<file path="src/design/dpo_pkg.sv">
// Shared types, constants and calendar functions for the date period overlap block.
`default_nettype none

package dpo_pkg;

    // Field widths of one date.
    localparam int unsigned YEAR_W  = 14;
    localparam int unsigned MONTH_W = 4;
    localparam int unsigned DAY_W   = 5;

    // Width of the overlap counter; the count saturates at its all-ones value.
    localparam int unsigned COUNT_BITS = 16;
    localparam logic [COUNT_BITS-1:0] COUNT_MAX = {COUNT_BITS{1'b1}};
    localparam int unsigned OUT_W = 16;

    // Gregorian cycle lengths in years.
    localparam int unsigned YEAR_CYCLE = 400;
    localparam int unsigned CENTURY    = 100;
    localparam int unsigned R400_W     = 9;

    // Calendar codes.
    localparam logic [MONTH_W-1:0] MONTH_JAN = 4'd1;
    localparam logic [MONTH_W-1:0] MONTH_FEB = 4'd2;
    localparam logic [MONTH_W-1:0] MONTH_DEC = 4'd12;
    localparam logic [DAY_W-1:0]   DAY_FIRST = 5'd1;

    // Result status codes.
    localparam logic [1:0] STATUS_OK      = 2'd0;
    localparam logic [1:0] STATUS_INVALID = 2'd1;
    localparam logic [1:0] STATUS_SAT     = 2'd2;

    // Packed so that comparing two valid dates as numbers orders them in time.
    typedef struct packed {
        logic [YEAR_W-1:0]  year;
        logic [MONTH_W-1:0] month;
        logic [DAY_W-1:0]   day;
    } t_date;

    // Leap year from the year taken modulo 400.
    function automatic logic is_leap(input logic [R400_W-1:0] r400);
        logic century;
        century = (r400 == R400_W'(CENTURY)) || (r400 == R400_W'(2 * CENTURY))
               || (r400 == R400_W'(3 * CENTURY));
        return (r400[1:0] == 2'b00) && !century;
    endfunction

    // Length of a month; zero for a month code outside January to December.
    function automatic logic [DAY_W-1:0] month_days(input logic [MONTH_W-1:0] month,
                                                    input logic leap);
        logic [DAY_W-1:0] len;
        case (month) inside
            4'd1, 4'd3, 4'd5, 4'd7, 4'd8, 4'd10, 4'd12: len = 5'd31;
            4'd4, 4'd6, 4'd9, 4'd11:                    len = 5'd30;
            MONTH_FEB:                                  len = leap ? 5'd29 : 5'd28;
            default:                                    len = 5'd0;
        endcase
        return len;
    endfunction

endpackage

`default_nettype wire

</file>
<file path="src/design/dpo_mod400.sv">
// Iterative unit that reduces a year modulo 400 by shifted compare and subtract.
`default_nettype none

module dpo_mod400
    import dpo_pkg::*;
(
    input  wire logic              i_clk,
    input  wire logic              i_rst_n,
    input  wire logic              i_start,
    input  wire logic [YEAR_W-1:0] i_year,
    output logic                   o_done,
    output logic [R400_W-1:0]      o_rem
);

    // 400 shifted left by this much is the largest power-of-two multiple that fits the year.
    localparam logic [2:0]        TOP_SHIFT = 3'd5;
    localparam logic [YEAR_W-1:0] CYCLE_W   = YEAR_W'(YEAR_CYCLE);

    logic              r_busy, n_busy;
    logic              r_done, n_done;
    logic [2:0]        r_step, n_step;
    logic [YEAR_W-1:0] r_rem, n_rem;
    logic [YEAR_W-1:0] sub;

    // One compare and subtract per cycle, largest multiple first.
    always_comb begin
        sub    = CYCLE_W << r_step;
        n_busy = r_busy;
        n_done = 1'b0;
        n_step = r_step;
        n_rem  = r_rem;
        if (i_start) begin
            n_busy = 1'b1;
            n_step = TOP_SHIFT;
            n_rem  = i_year;
        end else if (r_busy) begin
            if (r_rem >= sub) begin
                n_rem = r_rem - sub;
            end
            if (r_step == 3'd0) begin
                n_busy = 1'b0;
                n_done = 1'b1;
            end else begin
                n_step = r_step - 3'd1;
            end
        end
    end

    always_ff @(posedge i_clk) begin
        if (!i_rst_n) begin
            r_busy <= 1'b0;
            r_done <= 1'b0;
            r_step <= 3'd0;
        end else begin
            r_busy <= n_busy;
            r_done <= n_done;
            r_step <= n_step;
        end
        r_rem <= n_rem;
    end

    assign o_done = r_done;
    assign o_rem  = r_rem[R400_W-1:0];

endmodule

`default_nettype wire

</file>
<file path="src/design/dpo_date_step.sv">
// Calendar unit: checks a date and gives the following day.
`default_nettype none

module dpo_date_step
    import dpo_pkg::*;
(
    input  wire t_date              i_date,
    input  wire logic [R400_W-1:0]  i_r400,
    output logic                    o_date_ok,
    output t_date                   o_next,
    output logic [R400_W-1:0]       o_next_r400
);

    logic [DAY_W-1:0] dim;

    assign dim = month_days(i_date.month, is_leap(i_r400));

    // A month code outside the year gives a zero length and so fails here too.
    assign o_date_ok = (dim != '0) && (i_date.day != '0) && (i_date.day <= dim);

    // Advance by one day, rolling over month and year.
    always_comb begin
        o_next      = i_date;
        o_next_r400 = i_r400;
        if (i_date.day < dim) begin
            o_next.day = i_date.day + DAY_FIRST;
        end else begin
            o_next.day = DAY_FIRST;
            if (i_date.month < MONTH_DEC) begin
                o_next.month = i_date.month + MONTH_JAN;
            end else begin
                o_next.month = MONTH_JAN;
                o_next.year  = i_date.year + YEAR_W'(1);
                if (i_r400 == R400_W'(YEAR_CYCLE - 1)) begin
                    o_next_r400 = '0;
                end else begin
                    o_next_r400 = i_r400 + R400_W'(1);
                end
            end
        end
    end

endmodule

`default_nettype wire

</file>
<file path="src/design/date_period_overlap_days.sv">
// Top level of the date period overlap counter: sequencer, date registers and result.
`default_nettype none

// Takes two date periods per item and returns the number of days from the later start
// up to, but not including, the earlier end, or zero when they do not overlap. Each
// of the four dates is first checked: its year is reduced modulo 400 by a six-step
// compare and subtract unit, then the calendar unit tests month and day. Any bad
// date ends the item at once with status 1 and a zero count. Otherwise the same
// calendar unit walks from the later start one day per cycle until it meets the
// earlier end or the counter reaches 2^COUNT_BITS - 1 (status 2), so the day walk
// sets most of the time that an item takes. One item is in work at a time: o_ready
// is high only while the block is idle, and the result holds on o_valid until taken.
module date_period_overlap_days
    import dpo_pkg::*;
(
    input  wire logic               i_clk,
    input  wire logic               i_rst_n,
    input  wire logic               i_valid,
    output logic                    o_ready,
    input  wire logic [YEAR_W-1:0]  i_first_start_year,
    input  wire logic [MONTH_W-1:0] i_first_start_month,
    input  wire logic [DAY_W-1:0]   i_first_start_day,
    input  wire logic [YEAR_W-1:0]  i_first_end_year,
    input  wire logic [MONTH_W-1:0] i_first_end_month,
    input  wire logic [DAY_W-1:0]   i_first_end_day,
    input  wire logic [YEAR_W-1:0]  i_second_start_year,
    input  wire logic [MONTH_W-1:0] i_second_start_month,
    input  wire logic [DAY_W-1:0]   i_second_start_day,
    input  wire logic [YEAR_W-1:0]  i_second_end_year,
    input  wire logic [MONTH_W-1:0] i_second_end_month,
    input  wire logic [DAY_W-1:0]   i_second_end_day,
    output logic                    o_valid,
    input  wire logic               i_ready,
    output logic [OUT_W-1:0]        o_overlap_days,
    output logic [1:0]              o_status
);

    typedef enum logic [6:0] {
        S_IDLE   = 7'b0000001,
        S_START  = 7'b0000010,
        S_MOD    = 7'b0000100,
        S_CHECK  = 7'b0001000,
        S_SELECT = 7'b0010000,
        S_WALK   = 7'b0100000,
        S_OUT    = 7'b1000000
    } t_state;

    // Date slots: period one start and end, then period two start and end.
    localparam logic [1:0] IDX_S1 = 2'd0;
    localparam logic [1:0] IDX_E1 = 2'd1;
    localparam logic [1:0] IDX_S2 = 2'd2;
    localparam logic [1:0] IDX_E2 = 2'd3;

    t_state                r_state, n_state;
    logic [1:0]            r_idx, n_idx;
    t_date                 r_dates [4];
    logic [R400_W-1:0]     r_r400  [4];
    t_date                 r_cur, n_cur;
    logic [R400_W-1:0]     r_cur400, n_cur400;
    t_date                 r_end, n_end;
    logic [COUNT_BITS-1:0] r_count, n_count;
    logic [1:0]            r_status, n_status;

    logic                  accept_in;
    logic                  mod_done;
    logic [R400_W-1:0]     mod_rem;
    t_date                 step_date;
    logic [R400_W-1:0]     step_r400;
    logic                  step_ok;
    t_date                 step_next;
    logic [R400_W-1:0]     step_next_r400;
    logic                  s1_later, e1_earlier;
    logic [31:0]           count_wide;

    assign accept_in = i_valid && o_ready;

    // Year reduction unit, run once per date.
    dpo_mod400 u_mod400 (
        .i_clk   (i_clk),
        .i_rst_n (i_rst_n),
        .i_start (r_state == S_START),
        .i_year  (r_dates[r_idx].year),
        .o_done  (mod_done),
        .o_rem   (mod_rem)
    );

    // Calendar unit, shared by the date checks and the day walk.
    assign step_date = (r_state == S_WALK) ? r_cur : r_dates[r_idx];
    assign step_r400 = (r_state == S_WALK) ? r_cur400 : mod_rem;

    dpo_date_step u_date_step (
        .i_date      (step_date),
        .i_r400      (step_r400),
        .o_date_ok   (step_ok),
        .o_next      (step_next),
        .o_next_r400 (step_next_r400)
    );

    assign s1_later   = r_dates[IDX_S1] > r_dates[IDX_S2];
    assign e1_earlier = r_dates[IDX_E1] < r_dates[IDX_E2];

    // Sequencer.
    always_comb begin
        n_state  = r_state;
        n_idx    = r_idx;
        n_cur    = r_cur;
        n_cur400 = r_cur400;
        n_end    = r_end;
        n_count  = r_count;
        n_status = r_status;
        case (r_state)
            S_IDLE: begin
                if (accept_in) begin
                    n_idx   = IDX_S1;
                    n_state = S_START;
                end
            end
            S_START: begin
                n_state = S_MOD;
            end
            S_MOD: begin
                if (mod_done) begin
                    n_state = S_CHECK;
                end
            end
            S_CHECK: begin
                if (!step_ok) begin
                    n_count  = '0;
                    n_status = STATUS_INVALID;
                    n_state  = S_OUT;
                end else if (r_idx == IDX_E2) begin
                    n_state = S_SELECT;
                end else begin
                    n_idx   = r_idx + 2'd1;
                    n_state = S_START;
                end
            end
            S_SELECT: begin
                n_cur    = s1_later ? r_dates[IDX_S1] : r_dates[IDX_S2];
                n_cur400 = s1_later ? r_r400[IDX_S1] : r_r400[IDX_S2];
                n_end    = e1_earlier ? r_dates[IDX_E1] : r_dates[IDX_E2];
                n_count  = '0;
                n_status = STATUS_OK;
                n_state  = (n_end > n_cur) ? S_WALK : S_OUT;
            end
            S_WALK: begin
                if (r_cur == r_end) begin
                    n_state = S_OUT;
                end else if (r_count == COUNT_MAX) begin
                    n_status = STATUS_SAT;
                    n_state  = S_OUT;
                end else begin
                    n_cur    = step_next;
                    n_cur400 = step_next_r400;
                    n_count  = r_count + COUNT_BITS'(1);
                end
            end
            S_OUT: begin
                if (i_ready) begin
                    n_state = S_IDLE;
                end
            end
            default: begin
                n_state = S_IDLE;
            end
        endcase
    end

    always_ff @(posedge i_clk) begin
        if (!i_rst_n) begin
            r_state <= S_IDLE;
        end else begin
            r_state <= n_state;
        end
        r_idx    <= n_idx;
        r_cur    <= n_cur;
        r_cur400 <= n_cur400;
        r_end    <= n_end;
        r_count  <= n_count;
        r_status <= n_status;
    end

    // Input item capture.
    always_ff @(posedge i_clk) begin
        if (accept_in) begin
            r_dates[IDX_S1] <= '{i_first_start_year, i_first_start_month, i_first_start_day};
            r_dates[IDX_E1] <= '{i_first_end_year, i_first_end_month, i_first_end_day};
            r_dates[IDX_S2] <= '{i_second_start_year, i_second_start_month,
                                 i_second_start_day};
            r_dates[IDX_E2] <= '{i_second_end_year, i_second_end_month, i_second_end_day};
        end
    end

    // Year modulo 400 of each date, kept for the start of the walk.
    always_ff @(posedge i_clk) begin
        if (r_state == S_CHECK) begin
            r_r400[r_idx] <= mod_rem;
        end
    end

    assign count_wide     = 32'(r_count);
    assign o_ready        = (r_state == S_IDLE);
    assign o_valid        = (r_state == S_OUT);
    assign o_overlap_days = count_wide[OUT_W-1:0];
    assign o_status       = r_status;

`ifndef SYNTHESIS
    // An invalid date always reports a zero count.
    a_invalid_zero: assert property (@(posedge i_clk) disable iff (!i_rst_n)
        o_valid && (o_status == STATUS_INVALID) |-> (r_count == '0))
        else $error("invalid date item with nonzero count");

    // Saturation is reported only with the counter at its maximum.
    a_sat_max: assert property (@(posedge i_clk) disable iff (!i_rst_n)
        o_valid && (o_status == STATUS_SAT) |-> (r_count == COUNT_MAX))
        else $error("saturated status without full count");

    // The walk never passes the end date.
    a_walk_bound: assert property (@(posedge i_clk) disable iff (!i_rst_n)
        (r_state == S_WALK) |-> (r_cur <= r_end))
        else $error("day walk went past the end date");

    // The year reduction is finished and in range whenever a date is checked.
    a_mod_range: assert property (@(posedge i_clk) disable iff (!i_rst_n)
        (r_state == S_CHECK) |-> (mod_rem < R400_W'(YEAR_CYCLE)) && $past(mod_done))
        else $error("year remainder out of range at date check");
`endif

endmodule

`default_nettype wire
</file>
<file path="config.mk">
export PLATFORM = sky130hd
export DESIGN_NAME = date_period_overlap_days
export DESIGN_NICKNAME = d
export VERILOG_FILES = /design/src/design/dpo_pkg.sv /design/src/design/dpo_mod400.sv /design/src/design/dpo_date_step.sv /design/src/design/date_period_overlap_days.sv
export SDC_FILE = /design/constraint.sdc
export NUM_CORES = 1
export LEC_CHECK = 0
export ABC_AREA = 1
export ABC_CLOCK_PERIOD_IN_PS = 17100
export BUFFER_PORTS_ARGS = -buffer_cell sky130_fd_sc_hd__buf_2
export CAP_MARGIN = 25
export CORE_MARGIN = 1.5
export CORE_UTILIZATION = 45
export DETAILED_ROUTE_END_ITERATION = 10
export SETUP_SLACK_MARGIN = 0.15
export SYNTH_ARGS = -nofsm -noshare
export SYNTH_HDL_FRONTEND = slang
export SYNTH_SLANG_ARGS = --single-unit
</file>
<file path="constraint.sdc">
create_clock -name i_clk -period 17.1 [get_ports i_clk]
set_clock_uncertainty 0.2 [all_clocks]
set_input_delay 1.71 -clock i_clk [delete_from_list [all_inputs] [get_ports i_clk]]
set_output_delay 1.71 -clock i_clk [all_outputs]
set_load 0.02 [all_outputs]
</file>
==> results by group <==
Worst setup path
  – CP arrival: 5700 ps
  – CP Data Required Time: 17150 ps
  – Setup crit end kind: flop
  – Setup CP Type: reg2reg
  – Crit start category: flop
  – CP max FO: 58

Global route
  – Global-route wire length before repair: 47600 um
  – Largest net degree at the start of global routing: 80
  – GRT Total Usage: 0.208
  – Antenna violations before repair: 0
  – GRT Residual Overflow: 0
  – Vias in the first global route: 9135

Floorplanning
  – FP Rows: 61
  – Chip Width: 172 um
  – Core Region: 28000 um^2
  – Ports: 116
  – Die height: 172 um
  – Die Footprint: 29700 um^2
  – Initial Utilization: 0.461

Place
  – Pre-CTS setup slack: 11470 ps
  – Post-place instance area: 13800 um^2
  – Detail Placement HPWL: 22700 um
  – GPL Wtd Cong: 0.869
  – I/O Buffers: 115

Timing
  – Relative slew slack: 0.325
  – Post-Route Setup TNS: 0 ps
  – Worst Tran Pin Value: 1010 ps
  – RSZ-0062 raised after global routing: no
  – Setup ws final: 11440 ps
  – Max-slew violations: 0
  – Min cycle time layout: 5660 ps
  – Final setup vio count: 0
  – Highest Clock Rate: 177 MHz
  – Final Hold Viols: 0
  – Final period utilization: 0.331

Pwr
  – Maximum vdd drop: 0.116 mV
  – Pwr Density: 129 nW/um^2
  – Lkg Pwr: 6.21 nW

Clock tree
  – TritonCTS buffer count: 24
  – CTS tree: done
  – Clock slew at reported path FFs: 70 ps
  – CTS Buffer Depth: 3
  – Clock Tree Root: clkbuf_16
  – Setup bufs post-CTS: 0
  – Max H-tree Level: 1
  – Clk Latency, worst-skew pair: 520 ps
  – CTS resizes: 0
  – Cts hold-fix bufs: 0
  – Sink Count: 213

Drt
  – DR pass1 iterations: 5
  – DR vias/cell: 5.11
  – DR WL/cell: 15.9 um
  – Post-route ant nets: 0
  – Total wire length: 30600 um
  – First DRT Iteration DRCs: 662
  – Detailed-route DRC error count: 0
  – Vias after detailed routing: 9842

Finish
  – Final instance area: 14600 um^2
  – P&R area growth vs syn: 12.9%
  – Register Area: 6260 um^2
  – Multi-input logic area: 5750 um^2
  – Leading cell type in the layout, fill and taps excluded: nand2_1
  – Fillcell total: 2624
  – Most frequent cells in the layout: nand2_1, edfxtp_1, inv_1
  – Share of layout cells above drive strength 1: 0.149
  – # diodes: 0
  – Final core occ: 0.520
  – Layout Nets: 1727

Synthesis
  – Yosys top cell area share: 0.463
  – Mapped Avg Cell Area: 9.10 um^2
  – Net Count, Synth: 1616
  – Async SR Flop Fraction: 0
  – Post-Syn Instances: 1418
  – #FFs+latches synth: 213
  – Leading post-synthesis cells by cell area: edfxtp_1, ha_1, nand2_1
  – Sequential area share after synthesis: 0.485
  – Area of the mapped netlist: 12900 um^2
  – Yosys warning count: 0
  – Most used DFF post-synth: edfxtp_1
  – Top cell type by total area after synthesis: edfxtp_1
  – Post-synth EDFFs: 199
  – Distinct cells, synth: 59

Hold path
  – Hold Path Class: reg2reg

Job
  – Max-cap violation count: 0

Outcome
  – Run status: finished, final reports clean
## area by class of cell
class | count | share of cell area
sequential | 213 | 0.429
multi-input combinational | 988 | 0.394
clock buffer | 35 | 0.0462
timing repair buffer | 127 | 0.0457
inverter | 175 | 0.0451
tap | 378 | 0.0325
clock inverter | 9 | 0.00670
## routing by layer
layer | global-route usage | vias up | wire, um
li1 | - | 5095 | -
met1 | 0.301 | 4461 | 15000
met2 | 0.329 | 246 | 13400
met3 | 0.0236 | 40 | 1580
met4 | 0.0548 | 0 | 620
met5 | 0 | - | 0
## cells in the mapped netlist, types with 2 or more instances
cell type,n
nor3b_1,3
dfxtp_1,14
nor3_1,17
a21oi_1,97
nand2_1,275
o21bai_1,4
nand2_2,7
o21a_1,8
o21ai_0,123
nor2_2,4
xnor2_1,23
nand3b_1,3
buf_2,11
nand3_1,56
o211ai_1,18
clkinv_1,2
clkbuf_1,16
xor2_1,9
inv_1,164
o31ai_1,2
buf_6,8
nand4_1,19
o21ai_2,4
nand3_2,6
nor2_1,126
edfxtp_1,199
o22ai_1,5
or2_2,17
ha_1,102
buf_4,4
inv_2,9
o21ai_1,21
nor2_4,3
nor4_1,9
nand2_4,4
o2111ai_1,3
## logic make-up after synthesis
group	count (synthesis)	share of synthesized area
xor+xnor	32	0.0217
fa+ha+maj	102	0.0989
flops	213	0.485
buf+inv	217	0.0721
mux	1	0.000776
simple gates	558	0.195
compound gates	295	0.127
## where the power goes
part / leakage [nW] / total, mW / internal, mW / switching [mW]
logic: 3.90 / 0.691 / 0.222 / 0.469
clock network: 0.378 / 0.506 / 0.303 / 0.203
registers: 1.93 / 0.681 / 0.641 / 0.0400
total: 6.21 / 1.88 / 1.17 / 0.712
## worst max-delay path, cell delays in order, from the launching register on
cell     delay (ps)
dfxtp_2         990
inv_2           520
o21ai_0         280
nand3_1         120
o21ai_0         230
inv_1           160
ha_1            220
or2_2           310
nand2_1          70
nand2_1          60
nor2_1          120
nand2_1         100
inv_1           130
ha_1            170
nand2_1          70
or2_2           290
nand3_1         310
nand3_4         280
inv_1           210
nand2_1         110
inv_1           100
nand2_1          70
nor3_1          150
o22ai_1         100
## worst paths after layout
check | start | to | slack (ps) | cells after the start
worst max-delay path | flop | r_cur[15] | 11440 | 23
worst min-delay path | u_mod400.r_rem[1] | r_r400[2][1] | 270 | 0
worst max register to register | flop | r_cur[15] | 11440 | 23
worst min register to register | u_mod400.r_rem[1] | r_r400[2][1] | 270 | 0
## through the flow
stage / power, mW / hold WS, ps / cells
after floorplan: 1.20 / 236 / 1418
after global placement: 1.36 / 254 / 1881
after detailed placement: 1.38 / 259 / 1881
after CTS: 1.89 / 273 / 1925
after global routing: 2.01 / 281 / 1925
final: 1.88 / 272 / 1925
## state kept, by name (all words and copies together), names as in the netlist, named ones only
name / cells
r_cur: 23
r_cur400: 9
r_dates: 92
r_r400: 18
r_end: 23
o_overlap_days: 16
u_mod400.r_step: 3
u_mod400.r_busy: 1
u_mod400.r_rem: 14
o_status: 2
r_state: 7
r_idx: 2
u_mod400.o_done: 1
(Power assumes the default switching activity.)
